**src/hdl/lwf_pkg.sv**
```systemverilog
// Package for the LCD window fill byte stream.
// Screen size, panel command codes, sequencer phase and item/result types.
// No dependencies.
package lwf_pkg;

  localparam int unsigned SCREEN_WIDTH  = 320;
  localparam int unsigned SCREEN_HEIGHT = 240;
  localparam int unsigned COORD_W       = 16;

  localparam logic [COORD_W:0] SCREEN_W_EXT = (COORD_W+1)'(SCREEN_WIDTH);
  localparam logic [COORD_W:0] SCREEN_H_EXT = (COORD_W+1)'(SCREEN_HEIGHT);

  localparam logic [7:0] CMD_COLUMN_SET   = 8'h2A;
  localparam logic [7:0] CMD_ROW_SET      = 8'h2B;
  localparam logic [7:0] CMD_MEMORY_WRITE = 8'h2C;

  typedef enum logic {
    KIND_DRAW    = 1'b0,
    KIND_ADVANCE = 1'b1
  } kind_e;

  typedef enum logic [1:0] {
    STYLE_SOLID  = 2'd0,
    STYLE_DASHED = 2'd1,
    STYLE_DOTTED = 2'd2,
    STYLE_BACK   = 2'd3
  } style_e;

  typedef enum logic [3:0] {
    PH_IDLE   = 4'd0,
    PH_CASET  = 4'd1,
    PH_XS_HI  = 4'd2,
    PH_XS_LO  = 4'd3,
    PH_XE_HI  = 4'd4,
    PH_XE_LO  = 4'd5,
    PH_RASET  = 4'd6,
    PH_YS_HI  = 4'd7,
    PH_YS_LO  = 4'd8,
    PH_YE_HI  = 4'd9,
    PH_YE_LO  = 4'd10,
    PH_RAMWR  = 4'd11,
    PH_PIXELS = 4'd12
  } phase_e;

  typedef struct packed {
    logic               kind;
    logic [COORD_W-1:0] origin_x;
    logic [COORD_W-1:0] origin_y;
    logic [COORD_W-1:0] extent_x;
    logic [COORD_W-1:0] extent_y;
    logic [1:0]         style;
    logic               pattern_axis;
    logic [15:0]        color;
    logic [15:0]        background;
  } item_t;

  typedef struct packed {
    logic [7:0] byte_out;
    logic       is_data;
    logic       cs_release;
    logic       last;
  } result_t;

endpackage

```
**src/hdl/lwf_stream_if.sv**
```systemverilog
// Valid/ready stream interfaces for draw/advance items and panel bytes.
// Depends on nothing; field widths follow the panel byte stream format.
interface lwf_in_if;
  logic        valid;
  logic        ready;
  logic        kind;
  logic [15:0] origin_x;
  logic [15:0] origin_y;
  logic [15:0] extent_x;
  logic [15:0] extent_y;
  logic [1:0]  style;
  logic        pattern_axis;
  logic [15:0] color;
  logic [15:0] background;

  modport source (output valid, kind, origin_x, origin_y, extent_x, extent_y, style,
                  pattern_axis, color, background, input ready);
  modport sink   (input valid, kind, origin_x, origin_y, extent_x, extent_y, style,
                  pattern_axis, color, background, output ready);
endinterface

interface lwf_out_if;
  logic       valid;
  logic       ready;
  logic [7:0] byte_out;
  logic       is_data;
  logic       cs_release;
  logic       last;

  modport source (output valid, byte_out, is_data, cs_release, last, input ready);
  modport sink   (input valid, byte_out, is_data, cs_release, last, output ready);
endinterface

```
**src/hdl/lwf_in_stage.sv**
```systemverilog
// Input register of the window fill stream: holds one accepted transaction.
// Depends on lwf_pkg and lwf_in_if.
module lwf_in_stage (
  input  logic            clk_i,
  input  logic            rst_ni,
  lwf_in_if.sink          in_i,
  input  logic            take_i,
  output logic            item_valid_o,
  output lwf_pkg::item_t  item_o
);

  logic           valid_q, valid_d;
  lwf_pkg::item_t item_q;
  logic           accept;

  // Free slot, or the held item leaves in this cycle.
  assign in_i.ready = !valid_q || take_i;
  assign accept     = in_i.valid && in_i.ready;

  always_comb begin
    valid_d = valid_q;
    if (accept) begin
      valid_d = 1'b1;
    end else if (take_i) begin
      valid_d = 1'b0;
    end
  end

  always_ff @(posedge clk_i or negedge rst_ni) begin
    if (!rst_ni) begin
      valid_q <= 1'b0;
    end else begin
      valid_q <= valid_d;
    end
  end

  always_ff @(posedge clk_i) begin
    if (accept) begin
      item_q <= '{kind:         in_i.kind,
                  origin_x:     in_i.origin_x,
                  origin_y:     in_i.origin_y,
                  extent_x:     in_i.extent_x,
                  extent_y:     in_i.extent_y,
                  style:        in_i.style,
                  pattern_axis: in_i.pattern_axis,
                  color:        in_i.color,
                  background:   in_i.background};
    end
  end

  assign item_valid_o = valid_q;
  assign item_o       = item_q;

endmodule

```
**src/hdl/lwf_seq.sv**
```systemverilog
// Window fill sequencer: draw state, phase machine, pixel counters and result register.
// Depends on lwf_pkg and lwf_out_if.
module lwf_seq (
  input  logic           clk_i,
  input  logic           rst_ni,
  input  logic           item_valid_i,
  input  lwf_pkg::item_t item_i,
  output logic           take_o,
  lwf_out_if.source      out_o
);

  lwf_pkg::phase_e phase_q, phase_d;
  logic [15:0] start_col_q, start_col_d, start_row_q, start_row_d;
  logic [15:0] width_q, width_d, height_q, height_d;
  logic [15:0] row_cnt_q, row_cnt_d, col_cnt_q, col_cnt_d;
  logic        low_next_q, low_next_d;
  logic [15:0] fore_q, fore_d, back_q, back_d;
  logic [1:0]  style_q, style_d;
  logic        row_pat_q, row_pat_d;

  logic              out_valid_q, out_valid_d;
  lwf_pkg::result_t  res_q, res_d;

  logic        fire;
  logic        emit;
  logic [16:0] sum_x, sum_y;
  logic [15:0] clip_w, clip_h;
  logic        on_screen;
  logic [15:0] end_col, end_row;
  logic [15:0] pat_idx;
  logic        draw_fg;
  logic [15:0] pix;
  logic [16:0] col_inc, row_inc;
  logic        row_wrap, done;

  assign fire   = item_valid_i && (!out_valid_q || out_o.ready);
  assign take_o = fire;

  // Clip against the screen edge.
  assign sum_x     = {1'b0, item_i.origin_x} + {1'b0, item_i.extent_x};
  assign sum_y     = {1'b0, item_i.origin_y} + {1'b0, item_i.extent_y};
  assign clip_w    = (sum_x > lwf_pkg::SCREEN_W_EXT)
                   ? 16'(lwf_pkg::SCREEN_W_EXT - {1'b0, item_i.origin_x}) : item_i.extent_x;
  assign clip_h    = (sum_y > lwf_pkg::SCREEN_H_EXT)
                   ? 16'(lwf_pkg::SCREEN_H_EXT - {1'b0, item_i.origin_y}) : item_i.extent_y;
  assign on_screen = ({1'b0, item_i.origin_x} < lwf_pkg::SCREEN_W_EXT)
                  && ({1'b0, item_i.origin_y} < lwf_pkg::SCREEN_H_EXT);

  assign end_col = start_col_q + width_q - 16'd1;
  assign end_row = start_row_q + height_q - 16'd1;

  always_comb begin
    pat_idx = row_pat_q ? row_cnt_q : col_cnt_q;
    case (lwf_pkg::style_e'(style_q))
      lwf_pkg::STYLE_SOLID:  draw_fg = 1'b1;
      lwf_pkg::STYLE_DASHED: draw_fg = !pat_idx[3];
      lwf_pkg::STYLE_DOTTED: draw_fg = !pat_idx[0];
      default:               draw_fg = 1'b0;
    endcase
    pix = draw_fg ? fore_q : back_q;
  end

  assign col_inc  = {1'b0, col_cnt_q} + 17'd1;
  assign row_inc  = {1'b0, row_cnt_q} + 17'd1;
  assign row_wrap = col_inc >= {1'b0, width_q};
  assign done     = row_wrap && (row_inc >= {1'b0, height_q});

  always_comb begin
    phase_d     = phase_q;
    start_col_d = start_col_q;
    start_row_d = start_row_q;
    width_d     = width_q;
    height_d    = height_q;
    row_cnt_d   = row_cnt_q;
    col_cnt_d   = col_cnt_q;
    low_next_d  = low_next_q;
    fore_d      = fore_q;
    back_d      = back_q;
    style_d     = style_q;
    row_pat_d   = row_pat_q;
    emit        = 1'b0;
    res_d       = res_q;

    if (fire) begin
      if (item_i.kind == lwf_pkg::KIND_DRAW) begin
        if (phase_q == lwf_pkg::PH_IDLE && on_screen) begin
          start_col_d = item_i.origin_x;
          start_row_d = item_i.origin_y;
          width_d     = clip_w;
          height_d    = clip_h;
          style_d     = item_i.style;
          row_pat_d   = item_i.pattern_axis;
          fore_d      = item_i.color;
          back_d      = item_i.background;
          row_cnt_d   = '0;
          col_cnt_d   = '0;
          low_next_d  = 1'b0;
          phase_d     = lwf_pkg::PH_CASET;
        end
      end else begin
        emit = 1'b1;
        case (phase_q)
          lwf_pkg::PH_CASET: begin
            res_d   = '{lwf_pkg::CMD_COLUMN_SET, 1'b0, 1'b1, 1'b0};
            phase_d = lwf_pkg::PH_XS_HI;
          end
          lwf_pkg::PH_XS_HI: begin
            res_d   = '{start_col_q[15:8], 1'b1, 1'b0, 1'b0};
            phase_d = lwf_pkg::PH_XS_LO;
          end
          lwf_pkg::PH_XS_LO: begin
            res_d   = '{start_col_q[7:0], 1'b1, 1'b1, 1'b0};
            phase_d = lwf_pkg::PH_XE_HI;
          end
          lwf_pkg::PH_XE_HI: begin
            res_d   = '{end_col[15:8], 1'b1, 1'b0, 1'b0};
            phase_d = lwf_pkg::PH_XE_LO;
          end
          lwf_pkg::PH_XE_LO: begin
            res_d   = '{end_col[7:0], 1'b1, 1'b1, 1'b0};
            phase_d = lwf_pkg::PH_RASET;
          end
          lwf_pkg::PH_RASET: begin
            res_d   = '{lwf_pkg::CMD_ROW_SET, 1'b0, 1'b1, 1'b0};
            phase_d = lwf_pkg::PH_YS_HI;
          end
          lwf_pkg::PH_YS_HI: begin
            res_d   = '{start_row_q[15:8], 1'b1, 1'b0, 1'b0};
            phase_d = lwf_pkg::PH_YS_LO;
          end
          lwf_pkg::PH_YS_LO: begin
            res_d   = '{start_row_q[7:0], 1'b1, 1'b1, 1'b0};
            phase_d = lwf_pkg::PH_YE_HI;
          end
          lwf_pkg::PH_YE_HI: begin
            res_d   = '{end_row[15:8], 1'b1, 1'b0, 1'b0};
            phase_d = lwf_pkg::PH_YE_LO;
          end
          lwf_pkg::PH_YE_LO: begin
            res_d   = '{end_row[7:0], 1'b1, 1'b1, 1'b0};
            phase_d = lwf_pkg::PH_RAMWR;
          end
          lwf_pkg::PH_RAMWR: begin
            // Empty rectangle: the memory-write command closes the sequence.
            if (width_q == '0 || height_q == '0) begin
              res_d   = '{lwf_pkg::CMD_MEMORY_WRITE, 1'b0, 1'b1, 1'b1};
              phase_d = lwf_pkg::PH_IDLE;
            end else begin
              res_d      = '{lwf_pkg::CMD_MEMORY_WRITE, 1'b0, 1'b1, 1'b0};
              phase_d    = lwf_pkg::PH_PIXELS;
              row_cnt_d  = '0;
              col_cnt_d  = '0;
              low_next_d = 1'b0;
            end
          end
          lwf_pkg::PH_PIXELS: begin
            if (!low_next_q) begin
              res_d      = '{pix[15:8], 1'b1, 1'b0, 1'b0};
              low_next_d = 1'b1;
            end else begin
              res_d      = '{pix[7:0], 1'b1, done, done};
              low_next_d = 1'b0;
              if (row_wrap) begin
                col_cnt_d = '0;
                row_cnt_d = done ? '0 : row_inc[15:0];
              end else begin
                col_cnt_d = col_inc[15:0];
              end
              if (done) begin
                phase_d = lwf_pkg::PH_IDLE;
              end
            end
          end
          default: begin
            // Idle, or a code with no meaning: advance is dropped.
            emit    = 1'b0;
            phase_d = lwf_pkg::PH_IDLE;
          end
        endcase
      end
    end

    if (emit) begin
      out_valid_d = 1'b1;
    end else if (out_o.ready) begin
      out_valid_d = 1'b0;
    end else begin
      out_valid_d = out_valid_q;
    end
  end

  always_ff @(posedge clk_i or negedge rst_ni) begin
    if (!rst_ni) begin
      phase_q     <= lwf_pkg::PH_IDLE;
      start_col_q <= '0;
      start_row_q <= '0;
      width_q     <= '0;
      height_q    <= '0;
      row_cnt_q   <= '0;
      col_cnt_q   <= '0;
      low_next_q  <= 1'b0;
      fore_q      <= '0;
      back_q      <= '0;
      style_q     <= '0;
      row_pat_q   <= 1'b0;
      out_valid_q <= 1'b0;
    end else begin
      phase_q     <= phase_d;
      start_col_q <= start_col_d;
      start_row_q <= start_row_d;
      width_q     <= width_d;
      height_q    <= height_d;
      row_cnt_q   <= row_cnt_d;
      col_cnt_q   <= col_cnt_d;
      low_next_q  <= low_next_d;
      fore_q      <= fore_d;
      back_q      <= back_d;
      style_q     <= style_d;
      row_pat_q   <= row_pat_d;
      out_valid_q <= out_valid_d;
    end
  end

  always_ff @(posedge clk_i) begin
    res_q <= res_d;
  end

  assign out_o.valid      = out_valid_q;
  assign out_o.byte_out   = res_q.byte_out;
  assign out_o.is_data    = res_q.is_data;
  assign out_o.cs_release = res_q.cs_release;
  assign out_o.last       = res_q.last;

endmodule

```
**src/hdl/lcd_window_fill_stream.sv**
```systemverilog
// An advance's byte passes the input register, then the result register. Throughput:
// one transaction per cycle; a stalled byte holds the sequencer, and the input stalls
// once its register is full too.
// Draw and ignored transactions occupy one slot and produce no byte.
// Reset (rst_ni low, asynchronous): sequencer idle, all draw state cleared.
// Depends on lwf_pkg, lwf_stream_if, lwf_in_stage and lwf_seq.
module lcd_window_fill_stream (
  input  logic      clk_i,
  input  logic      rst_ni,
  lwf_in_if.sink    in_i,
  lwf_out_if.source out_o
);

  logic           take;
  logic           item_valid;
  lwf_pkg::item_t item;

  lwf_in_stage u_in_stage (
    .clk_i        (clk_i),
    .rst_ni       (rst_ni),
    .in_i         (in_i),
    .take_i       (take),
    .item_valid_o (item_valid),
    .item_o       (item)
  );

  lwf_seq u_seq (
    .clk_i        (clk_i),
    .rst_ni       (rst_ni),
    .item_valid_i (item_valid),
    .item_i       (item),
    .take_o       (take),
    .out_o        (out_o)
  );

endmodule

```
**src/flat_wrapper.sv**
```systemverilog
// flat-port wrapper written by rule: the top's interface ports become plain ports
module lcd_window_fill_stream_flat 
  (clk_i, rst_ni, in_i_valid, in_i_kind, in_i_origin_x, in_i_origin_y, in_i_extent_x, in_i_extent_y, in_i_style, in_i_pattern_axis, in_i_color, in_i_background, in_i_ready, out_o_valid, out_o_byte_out, out_o_is_data, out_o_cs_release, out_o_last, out_o_ready);
  lwf_in_if in_i_i ();
  lwf_out_if out_o_i ();
  input  logic clk_i;
  input  logic rst_ni;
  input wire logic [$bits(in_i_i.valid)-1:0] in_i_valid;
  input wire logic [$bits(in_i_i.kind)-1:0] in_i_kind;
  input wire logic [$bits(in_i_i.origin_x)-1:0] in_i_origin_x;
  input wire logic [$bits(in_i_i.origin_y)-1:0] in_i_origin_y;
  input wire logic [$bits(in_i_i.extent_x)-1:0] in_i_extent_x;
  input wire logic [$bits(in_i_i.extent_y)-1:0] in_i_extent_y;
  input wire logic [$bits(in_i_i.style)-1:0] in_i_style;
  input wire logic [$bits(in_i_i.pattern_axis)-1:0] in_i_pattern_axis;
  input wire logic [$bits(in_i_i.color)-1:0] in_i_color;
  input wire logic [$bits(in_i_i.background)-1:0] in_i_background;
  output wire logic [$bits(in_i_i.ready)-1:0] in_i_ready;
  output wire logic [$bits(out_o_i.valid)-1:0] out_o_valid;
  output wire logic [$bits(out_o_i.byte_out)-1:0] out_o_byte_out;
  output wire logic [$bits(out_o_i.is_data)-1:0] out_o_is_data;
  output wire logic [$bits(out_o_i.cs_release)-1:0] out_o_cs_release;
  output wire logic [$bits(out_o_i.last)-1:0] out_o_last;
  input wire logic [$bits(out_o_i.ready)-1:0] out_o_ready;
  assign in_i_i.valid = in_i_valid;
  assign in_i_i.kind = in_i_kind;
  assign in_i_i.origin_x = in_i_origin_x;
  assign in_i_i.origin_y = in_i_origin_y;
  assign in_i_i.extent_x = in_i_extent_x;
  assign in_i_i.extent_y = in_i_extent_y;
  assign in_i_i.style = in_i_style;
  assign in_i_i.pattern_axis = in_i_pattern_axis;
  assign in_i_i.color = in_i_color;
  assign in_i_i.background = in_i_background;
  assign in_i_ready = in_i_i.ready;
  assign out_o_valid = out_o_i.valid;
  assign out_o_byte_out = out_o_i.byte_out;
  assign out_o_is_data = out_o_i.is_data;
  assign out_o_cs_release = out_o_i.cs_release;
  assign out_o_last = out_o_i.last;
  assign out_o_i.ready = out_o_ready;
  lcd_window_fill_stream u_core (.clk_i(clk_i), .rst_ni(rst_ni), .in_i(in_i_i), .out_o(out_o_i));
endmodule
```
**config.mk**
```make
export PLATFORM = sky130hd
export DESIGN_NAME = lcd_window_fill_stream_flat
export DESIGN_NICKNAME = d
export VERILOG_FILES = /design/src/hdl/lwf_pkg.sv /design/src/hdl/lwf_stream_if.sv /design/src/hdl/lwf_in_stage.sv /design/src/hdl/lwf_seq.sv /design/src/hdl/lcd_window_fill_stream.sv /design/src/flat_wrapper.sv
export SDC_FILE = /design/constraint.sdc
export NUM_CORES = 1
export LEC_CHECK = 0
export BUFFER_PORTS_ARGS = -buffer_cell sky130_fd_sc_hd__buf_2
export CELL_PAD_IN_SITES_DETAIL_PLACEMENT = 1
export CELL_PAD_IN_SITES_GLOBAL_PLACEMENT = 1
export CORE_MARGIN = 1
export CORE_UTILIZATION = 30
export DETAILED_ROUTE_END_ITERATION = 10
export GPL_TIMING_DRIVEN = 0
export PLACE_DENSITY_LB_ADDON = 0.1
export SYNTH_ARGS = -nofsm -noshare
export SYNTH_HDL_FRONTEND = slang
export SYNTH_HIERARCHICAL = 1
export SYNTH_SLANG_ARGS = --single-unit
```
**constraint.sdc**
```tcl
create_clock -name clk_i -period 5.3 [get_ports clk_i]
set_input_delay 0.53 -clock clk_i [delete_from_list [all_inputs] [get_ports clk_i]]
set_output_delay 0.53 -clock clk_i [all_outputs]
set_load 0.01 [all_outputs]
```
### Word level (Yosys, flattened, before mapping)

Cells that the tools add are included.

| word-level totals | value |
|---|---|
| logic and storage cells | 127 |
| output and inout port bits | 13 |
| register bits | 249 |
| input bits | 104 |

| operators by class | value |
|---|---|
| bitwise logic cells | 1 |
| order comparisons | 6 |
| reduce and logical (&&, ||, !) cells | 27 |
| mux-type cells | 37 |
| equality and inequality tests | 19 |
| add/sub/neg operators | 10 |

Operators with widths:

| kind | number |
|---|---|
| 16-bit 2-to-1 mux | 12 |
| 11-bit one-hot mux with 12 select lines | 1 |
| 16-bit one-hot mux with 2 select lines | 2 |
| 4-bit one-hot mux with 12 select lines | 1 |
| 16-bit by 1-bit adder with 17-bit output, second input constant | 2 |
| 16-bit by 16-bit adder with 17-bit output | 2 |
| 17-bit by 16-bit >= comparator with 1-bit output | 2 |
| 16-bit adder | 2 |
| 16-bit logical NOT | 2 |
| 16-bit by 1-bit subtractor with 16-bit output, second input constant | 2 |
| 4-bit 2-to-1 mux | 6 |
| 4-bit equality test, second input constant | 5 |
| 17-bit by 8-bit > comparator with 1-bit output, second input constant | 1 |
| 17-bit by 9-bit > comparator with 1-bit output, second input constant | 1 |
| 4-bit by 3-bit equality test with 1-bit output, second input constant | 4 |
| 16-bit by 8-bit less-than comparator with 1-bit output, second input constant | 1 |
| 16-bit by 9-bit less-than comparator with 1-bit output, second input constant | 1 |
| 8-bit by 16-bit subtractor with 16-bit output, first input constant | 1 |
| 9-bit by 16-bit subtractor with 16-bit output, first input constant | 1 |
| 3-bit != test, second input constant | 5 |
| 1-bit 2-to-1 mux | 12 |
| 12-bit nonzero test | 1 |
| 12-bit OR reduction | 1 |
| 11-bit 2-to-1 mux | 1 |
| 17 further kinds | 31 |

### Logic depth before layout (Yosys ltp)

Gate-level depths: netlist of the first run.

| depth | value |
|---|---|
| word-level depth | 8 |
| mapped depth | 20 |

### Cells and area by module

Netlist of the first run, hierarchy kept.

By module, submodules not included:

| module | area an instance (sq um) | cells an instance | instances | sequential area each (sq um) |
|---|---|---|---|---|
| lwf_seq | 11960.2 | 1441 | 1 | 3758.6 |
| lwf_in_stage | 3056.7 | 104 | 1 | 3027.9 |

### Worst setup path before layout of the first run

No wires, ideal clock.

| timing | value |
|---|---|
| path kind | register to register |
| start | register u_core.u_seq.col_cnt_q[0] |
| end | register u_core.u_seq.col_cnt_q[7] |
| arrival | 3.810 ns |
| required time | 5.204 ns |
| clock period less this slack | 3.906 ns |
| stages on the path, launching flop included | 18 |
| path buffers | 3 |
| library setup time | 0.096 ns |
| slack | 1.394 ns |
| path through | dfrtp_1 ha_1 and3_1 and3_1 clkbuf_1 nand2_1 nor2_1 nand3_1 xnor2_1 ha_1 nor2b_1 a2111oi_0 a31oi_1 or3_1 clkbuf_1 or2_2 clkbuf_1 o31ai_1 |

| between the ends | value |
|---|---|
| cells in the longest elaborated chain, start to end | 6 |

RTL lines:

| item | RTL line | RTL |
|---|---|---|
| from (decl) | lwf_seq.sv:15 | `logic [15:0] row_cnt_q, row_cnt_d, col_cnt_q, col_cnt_d;` |
| from (signal assigned) | lwf_seq.sv:214 | `col_cnt_q <= col_cnt_d;` |
| 16-bit by 1-bit adder with 17-bit output * | lwf_seq.sv:63 | `assign col_inc = {1'b0, col_cnt_q} + 17'd1;` |
| 17-bit by 16-bit >= comparator with 1-bit output | lwf_seq.sv:65 | `assign row_wrap = col_inc >= {1'b0, width_q};` |
| 16-bit 2-to-1 mux * | lwf_seq.sv:163 | `if (row_wrap) begin` |
| 16-bit 2-to-1 mux * | lwf_seq.sv:157 | `if (!low_next_q) begin` |
| 16-bit one-hot mux with 2 select lines * | lwf_seq.sv:102 | `case (phase_q)` |
| 16-bit 2-to-1 mux * | lwf_seq.sv:85 | `if (item_i.kind == lwf_pkg::KIND_DRAW) begin` |

Every way passes the cells marked *; elsewhere a longest branch is shown, timed or not. The select of a mux whose other input is x is not followed.
A chain may end at the register's enable or synchronous reset.

### Worst setup path after layout of the first run

| timing | value |
|---|---|
| start | register u_core.u_seq.col_cnt_q[0] |
| end | register u_core.u_seq.row_cnt_q[5] |

| between the ends | value |
|---|---|
| cells in the longest elaborated chain, start to end | 8 |

RTL lines:

| item | RTL line | RTL |
|---|---|---|
| 16-bit by 1-bit adder with 17-bit output * | lwf_seq.sv:63 |  |
| 17-bit by 16-bit >= comparator with 1-bit output * | lwf_seq.sv:65 |  |
| 1-bit logical AND | lwf_seq.sv:66 | `assign done = row_wrap && (row_inc >= {1'b0, height_q});` |
| 16-bit 2-to-1 mux | lwf_seq.sv:165 | `row_cnt_d = done ? '0 : row_inc[15:0];` |
| 16-bit 2-to-1 mux | lwf_seq.sv:163 |  |
| 16-bit 2-to-1 mux | lwf_seq.sv:157 |  |
| 16-bit one-hot mux with 2 select lines | lwf_seq.sv:102 |  |
| 16-bit 2-to-1 mux | lwf_seq.sv:85 |  |
| to (signal assigned) | lwf_seq.sv:213 | `row_cnt_q <= row_cnt_d;` |
| to (decl) | lwf_seq.sv:15 |  |

Marks and branches as above.

==> run metrics, run 1 <==
outcome=completed; I/O Pins=117; die height=226 um; worst path cell trace=ha_1 > and3_1 > and3_1 > clkbuf_1 > nand2_1 > nor3_1 > nand2_1 > xnor2_1 > ha_1 > a2111oi_0 > a31oi_1 > or3_4 > nand2b_1 > buf_2 > clkbuf_2 > o21ai_0 > o41ai_1; worst vdd ir=0.000236 V; Finish-stage setup viols=0; EDFF count, synth=111; post-synthesis cell count=1,545; Max transition margin=27.2%; Yosys reg bits=249; FP Rows=81; Mapped Area=15,000 um^2; Synth top area share=23.0%; Synth cell types=82; area leader, netlist=dfrtp_1; WS Path Type=reg2reg; via count=12,000; Post-Syn Nets=1,779; pin count of the biggest net entering global routing=101; sequential element share of the synthesized area=45.2%; vias in the first global route=12,600; delay-heaviest family, CP=simple AND/OR/NAND/NOR gates; total power=5.80 mW; footprint of the multi-input gates=7440 um^2; final cycle utilization of the critical path=91.5%; CP startpoint kind=register; Die Wd=226 um; core area=49,200 um^2; Post-Route WL=48.8 mm; post-route ant nets=0; worst stage delay on the critical path=0.51 ns; DR pass1 iterations=5; DIE AREA=51,000 um^2; Place WS=-0.139 ns; initial antenna violation count=1; setup bufs post-CTS=0; Remaining DRCs=0; Worst Path Buf+Inv=3; Most used DFF post-synth=dfrtp_1; hold crit path type=in2reg; CTS Buf Count=34; Hold Fails Final Rpt=0; fill count=5,653; Via density=5.03; post-synthesis async set-or-reset flop share=55.4%; Wirelength per Cell=20.4 um; first-pass GRT wire length=75.0 mm; Seq. cell area=6790 um^2; Layout Nets=1,933; Tightest Pin Transition=1.09 ns; GRT Util Overall=19.6%; Longest Clk Path Bufs=3; Worst-Skew Late Latency=0.55 ns; routability cong.=0.853; Crit-path slowest cell=dfrtp_2; Synth area leaders=dfrtp_1 (23%), edfxtp_1 (22%), ha_1 (10%), nand2_1 (5.4%), inv_1 (3.7%); flop2flop setup slack=0.45 ns; clk slew on worst S/H paths=0.06 ns; H-tree depth=2; slack of the critical path=0.451 ns; First DRT Iteration DRCs=571; CP Data Required Time=5.72 ns; GRT Residual Overflow=0; layout cells sized above 1=12.4%; Post-DP HPWL=38.4 mm; max-cap viol count=0; P_leak=7.78 nW; arrival time of the worst setup path=5.27 ns; crit end category=register; port buffer count=116; Slew Limit Fails=0; Layout Skew=0.0144 ns; Max Freq=206 MHz; TritonCTS clock tree=yes; CTS root buf=clkbuf_16; CTS sink cnt=249; Syn-to-layout area delta=16.9%; unrepaired setup endpoints after global routing=no; Ys Warns=6; worst-path fanout max=10; syn avg cell area=9.72 um^2; Initial Util=30.6%; pwr dens=331 nW/um^2; min cycle time layout=4.85 ns
-- path summary, 6_finish.rpt --
kind / endpoint / start / depth (start not counted)
setup / recovery: u_core/u_seq/row_cnt_q[5] / u_core/u_seq/col_cnt_q[0] / 17
hold / removal: u_core/u_in_stage/item_o[33] / in_i_style[0] / 1
setup reg to reg: u_core/u_seq/row_cnt_q[5] / u_core/u_seq/col_cnt_q[0] / 17
hold reg to reg: u_core/u_seq/back_q[2] / u_core/u_in_stage/item_o[2] / 2
max in group asynchronous: u_core/u_seq/start_row_q[2] / rst_ni / 3
min in group asynchronous: u_core/u_seq/back_q[12] / rst_ni / 2
-- metal layers --
metal | vias to the layer above | wire, um | track usage [%]
met4 | 0 | 1620 | 7.81
met3 | 84 | 1460 | 2.86
met2 | 163 | 22000 | 31.1
met5 | - | 0 | 0
li1 | 5835 | - | -
met1 | 5938 | 23700 | 26.7
-- power breakdown --
group	internal, mW	switching [mW]
sequential	2.21	0.0947
clock	1.25	0.888
combinational	0.484	0.869
-- layout by cell type (no fill, tap or decap), types with 8 or more instances in the layout --
cell	count
nand2_1	217
inv_1	149
dfrtp_1	137
ha_1	126
buf_2	119
edfxtp_1	111
o21ai_0	96
nor2_1	87
a21oi_1	70
nand3_1	48
xnor2_1	47
clkbuf_1	43
clkbuf_16	35
nor3_1	32
xor2_1	32
a21o_1	22
mux2i_1	21
nand4_1	17
nor2b_1	17
o31ai_1	17
o22ai_1	16
nand2b_1	15
a31oi_1	13
nor4_1	12
o21a_1	11
and3_1	10
o221ai_1	10
or3_1	9
mux4_2	9
a22o_1	9
o21bai_1	8
a221oi_1	8
-- cell usage after synthesis, types with 15 or more instances --
| cell type | instances |
|---|---|
| a21o_1 | 22 |
| o21ai_0 | 96 |
| edfxtp_1 | 111 |
| o22ai_1 | 16 |
| ha_1 | 126 |
| nand2b_1 | 15 |
| o31ai_1 | 17 |
| inv_1 | 149 |
| clkbuf_1 | 38 |
| nor2b_1 | 17 |
| a21oi_1 | 70 |
| nor2_1 | 88 |
| xnor2_1 | 47 |
| nor3_1 | 33 |
| nand3_1 | 48 |
| dfrtp_1 | 138 |
| xor2_1 | 32 |
| mux2i_1 | 21 |
| nand2_1 | 217 |
| nand4_1 | 17 |
-- cells by family after synthesis --
| kind of cell | Yosys count | share of synthesized area [%] |
|---|---|---|
| compound gates | 353 | 15.5 |
| buf+inv | 203 | 5.37 |
| flops | 249 | 45.2 |
| simple gates | 499 | 15.4 |
| xor+xnor | 79 | 4.61 |
| fa+ha+maj | 130 | 11.0 |
| mux | 32 | 2.90 |
-- metrics by stage --
| stage | hold slack, ns | setup TNS, ns | std cells | instance area [um^2] | utilization, % |
|---|---|---|---|---|---|
| 2_1_floorplan | 0.234 | 0 | 1545 | 15000 | - |
| 3_3_place_gp | 0.424 | -1.33 | 2325 | 16400 | 33.4 |
| 3_5_place_dp | 0.432 | -1.49 | 2327 | 16500 | 33.5 |
| 4_1_cts | 0.119 | 0 | 2388 | 17500 | 35.6 |
| 5_1_grt | 0.137 | 0 | 2388 | 17600 | 35.7 |
| 6_report | 0.153 | 0 | 2389 | 17600 | 35.7 |
-- registers in the layout, indices dropped and copies added, names as in the netlist, 8 cells and up --
register / cells
u_core/u_in_stage/item_o: 100
u_core/u_seq/back_q: 16
u_core/u_seq/col_cnt_q: 16
u_core/u_seq/fore_q: 16
u_core/u_seq/height_q: 16
u_core/u_seq/out_o.byte_out: 8
u_core/u_seq/row_cnt_q: 16
u_core/u_seq/start_col_q: 16
u_core/u_seq/start_row_q: 16
u_core/u_seq/width_q: 16
-- what timing repair did --
action,4_1_cts,5_1_grt
endpoints found under the setup margin,15,24
pin swaps,0,0
hold endpoints to repair,66,0
gates resized for setup,2,3
hold buffers,1,0
-- cell type report --
cell class                      count  area share [%]
Multi-Input combinational cell   1093            42.4
Sequential cell                   249            38.7
Clock buffer                       46            5.39
Tap cell                          664            4.73
Timing Repair Buffer              120            3.80
Inverter                          150            3.21
Buffer                             51            1.35
Clock inverter                     15           0.463
Antenna cell                        1          0.0143
(Power assumes the default switching activity.)
==> run 2: changes to the inputs <==
--- a/config.mk
+++ b/config.mk
@@ -5,7 +5,7 @@
 export SDC_FILE = /design/constraint.sdc
 export NUM_CORES = 1
 export LEC_CHECK = 0
-export BUFFER_PORTS_ARGS = -buffer_cell sky130_fd_sc_hd__buf_2
+export BUFFER_PORTS_ARGS = -buffer_cell sky130_fd_sc_hd__buf_4
 export CELL_PAD_IN_SITES_DETAIL_PLACEMENT = 1
 export CELL_PAD_IN_SITES_GLOBAL_PLACEMENT = 1
 export CORE_MARGIN = 1
==> run 2 against run 1 <==
Effect of this change:
- non-clock buffer count did not move
- die area unchanged
- largest power group unchanged
- worst setup slack better by 0.098 ns
- critical path depth up 1
- clock skew increased by 0.018 ns
- final cell count fell by 0.17%
- hold slack worse by 0.050 ns
- sequential share of layout area is 0.67 points lower
- clock power increased by 3%
- register-to-register slack improved by 0.098 ns
- sequential cell count stayed put
- critical path type unchanged
- highest routed layer is now met5
- sequential power is essentially flat
==> run metrics, run 2 (synthesis gave the netlist of run 1 again) <==
Max Freq=210 MHz; worst stage delay on the critical path=0.50 ns; flop2flop setup slack=0.55 ns; CTS root buf=clkbuf_16; most frequent cells in the layout=nand2_1 (217), inv_1 (149), dfrtp_1 (137), ha_1 (126), buf_4 (116); worst path cell trace=ha_1 > and3_1 > and3_1 > clkbuf_1 > nand2_1 > nor2_1 > nand3_1 > xnor2_1 > ha_1 > nor2b_1 > a2111oi_0 > a31oi_1 > or3_4 > nand2b_1 > buf_2 > clkbuf_2 > o21ai_0 > o41ai_1; Die Wd=226 um; Post-Route WL=48.4 mm; CTS sink cnt=249; max reg flops=100; Worst Path Buf+Inv=3; GRT Util Overall=19.3%; Initial Util=30.6%; delay-heaviest family, CP=simple AND/OR/NAND/NOR gates; first-pass GRT wire length=74.7 mm; Layout Nets=1,930; RR Startpoint=u_core/u_seq/col_cnt_q[0]; Post-DP HPWL=38.2 mm; CP startpoint kind=register; Worst-Skew Late Latency=0.60 ns; worst vdd ir=0.000241 V; DIE AREA=51,000 um^2; max-cap viol count=0; worst r2r dst=u_core/u_seq/row_cnt_q[5]; die height=226 um; Wirelength per Cell=20.3 um; Longest Clk Path Bufs=3; Crit-path slowest cell=dfrtp_2; I/O Pins=117; CP Data Required Time=5.78 ns; H-tree depth=1; core area=49,200 um^2; clk slew on worst S/H paths=0.06 ns; First DRT Iteration DRCs=654; Syn-to-layout area delta=19.0%; Remaining DRCs=0; hold crit path type=in2reg; crit path to=u_core/u_seq/row_cnt_q[5]; pin count of the biggest net entering global routing=101; final core utilization=36.4%; port buffer count=116; min cycle time layout=4.75 ns; vias in the first global route=12,400; Levels on crit path=18; Finish-stage setup viols=0; setup tns final=0 ns; WS Path Type=reg2reg; pwr dens=331 nW/um^2; outcome=completed; final cycle utilization of the critical path=89.7%; CTS Buf Count=31; commonest non-fill, non-tap cell in the layout=nand2_1; post-route ant nets=0; crit path launch=u_core/u_seq/col_cnt_q[0]; FP Rows=81; initial antenna violation count=2; crit end category=register; unrepaired setup endpoints after global routing=no; routability cong.=0.852; Via density=5.03; Hold Fails Final Rpt=0; GRT Residual Overflow=0; Layout Skew=0.0328 ns; P_leak=7.88 nW; reg2reg path depth=18; TritonCTS clock tree=yes; Max transition margin=23.1%; Tightest Pin Transition=1.15 ns; via count=12,000; worst-path fanout max=10; diode count=0; Slew Limit Fails=0; DR pass1 iterations=5; arrival time of the worst setup path=5.23 ns; layout cells sized above 1=12.6%
## run 2: cell types whose count changed in the layout (fill, tap and decap cells not counted), sizes merged
cell / before / now
inv: 151 / 150
clkinv: 13 / 10
bufinv: 0 / 5
clkinvlp: 1 / 4
diode: 1 / 0
clkbuf: 84 / 77
## run 2: what timing repair did
action,in CTS,in global routing
buffers inserted,0,0
pin swaps,0,0
endpoints found under the hold margin,26,0
hold buffers,1,0
resized for setup,1,6
endpoints found under the setup margin,11,26
## run 2: how the worst min path moves through the flow
stage	slack (ns)	startpoint	endpoint	cells past startpoint
2_1_floorplan	0.23	rst_ni	u_core/u_in_stage/item_valid_o	0
6_report	0.10	in_i_background[12]	u_core/u_in_stage/item_o[12]	1
3_5_place_dp	0.43	u_core/u_in_stage/item_o[15]	u_core/u_seq/back_q[15]	2
4_1_cts	0.06	in_i_origin_y[1]	u_core/u_in_stage/item_o[68]	1
5_1_grt	0.08	in_i_color[11]	u_core/u_in_stage/item_o[27]	1
3_3_place_gp	0.42	u_core/u_in_stage/item_o[29]	u_core/u_seq/fore_q[13]	2
## run 2: metal layers
metal | up-vias | wire length [um] | GRT usage, %
li1 | 5826 | - | -
met3 | 60 | 1730 | 2.43
met2 | 172 | 22700 | 32.0
met5 | - | 13 | 0
met1 | 5940 | 22900 | 26.6
met4 | 2 | 1090 | 4.52
## run 2: layout make-up
class,instances,area [um^2]
clock inverter,19,231
fill,5586,31300
clock buffer,39,826
multi-input combinational,1093,7450
timing repair buffer,120,947
inverter,150,563
tap,664,831
sequential,249,6790
buffer,51,238
## run 2: power by group
group / internal (mW) / switching (mW) / leakage, nW
combinational: 0.520 / 0.871 / 4.65
clock: 1.34 / 0.872 / 0.510
sequential: 2.21 / 0.0955 / 2.72
total: 4.07 / 1.84 / 7.88
## run 2: stage by stage
step	setup slack (ns)	hold WS (ns)	std cells	area (um^2)	total power, mW
2_1_floorplan	1.39	0.234	1545	15000	3.18
5_1_grt	0.0936	0.0782	2385	17900	6.20
3_3_place_gp	-0.0542	0.423	2325	16700	3.71
4_1_cts	0.0651	0.0604	2385	17800	5.99
6_report	0.548	0.103	2385	17900	5.91
3_5_place_dp	-0.0687	0.435	2327	16800	3.74
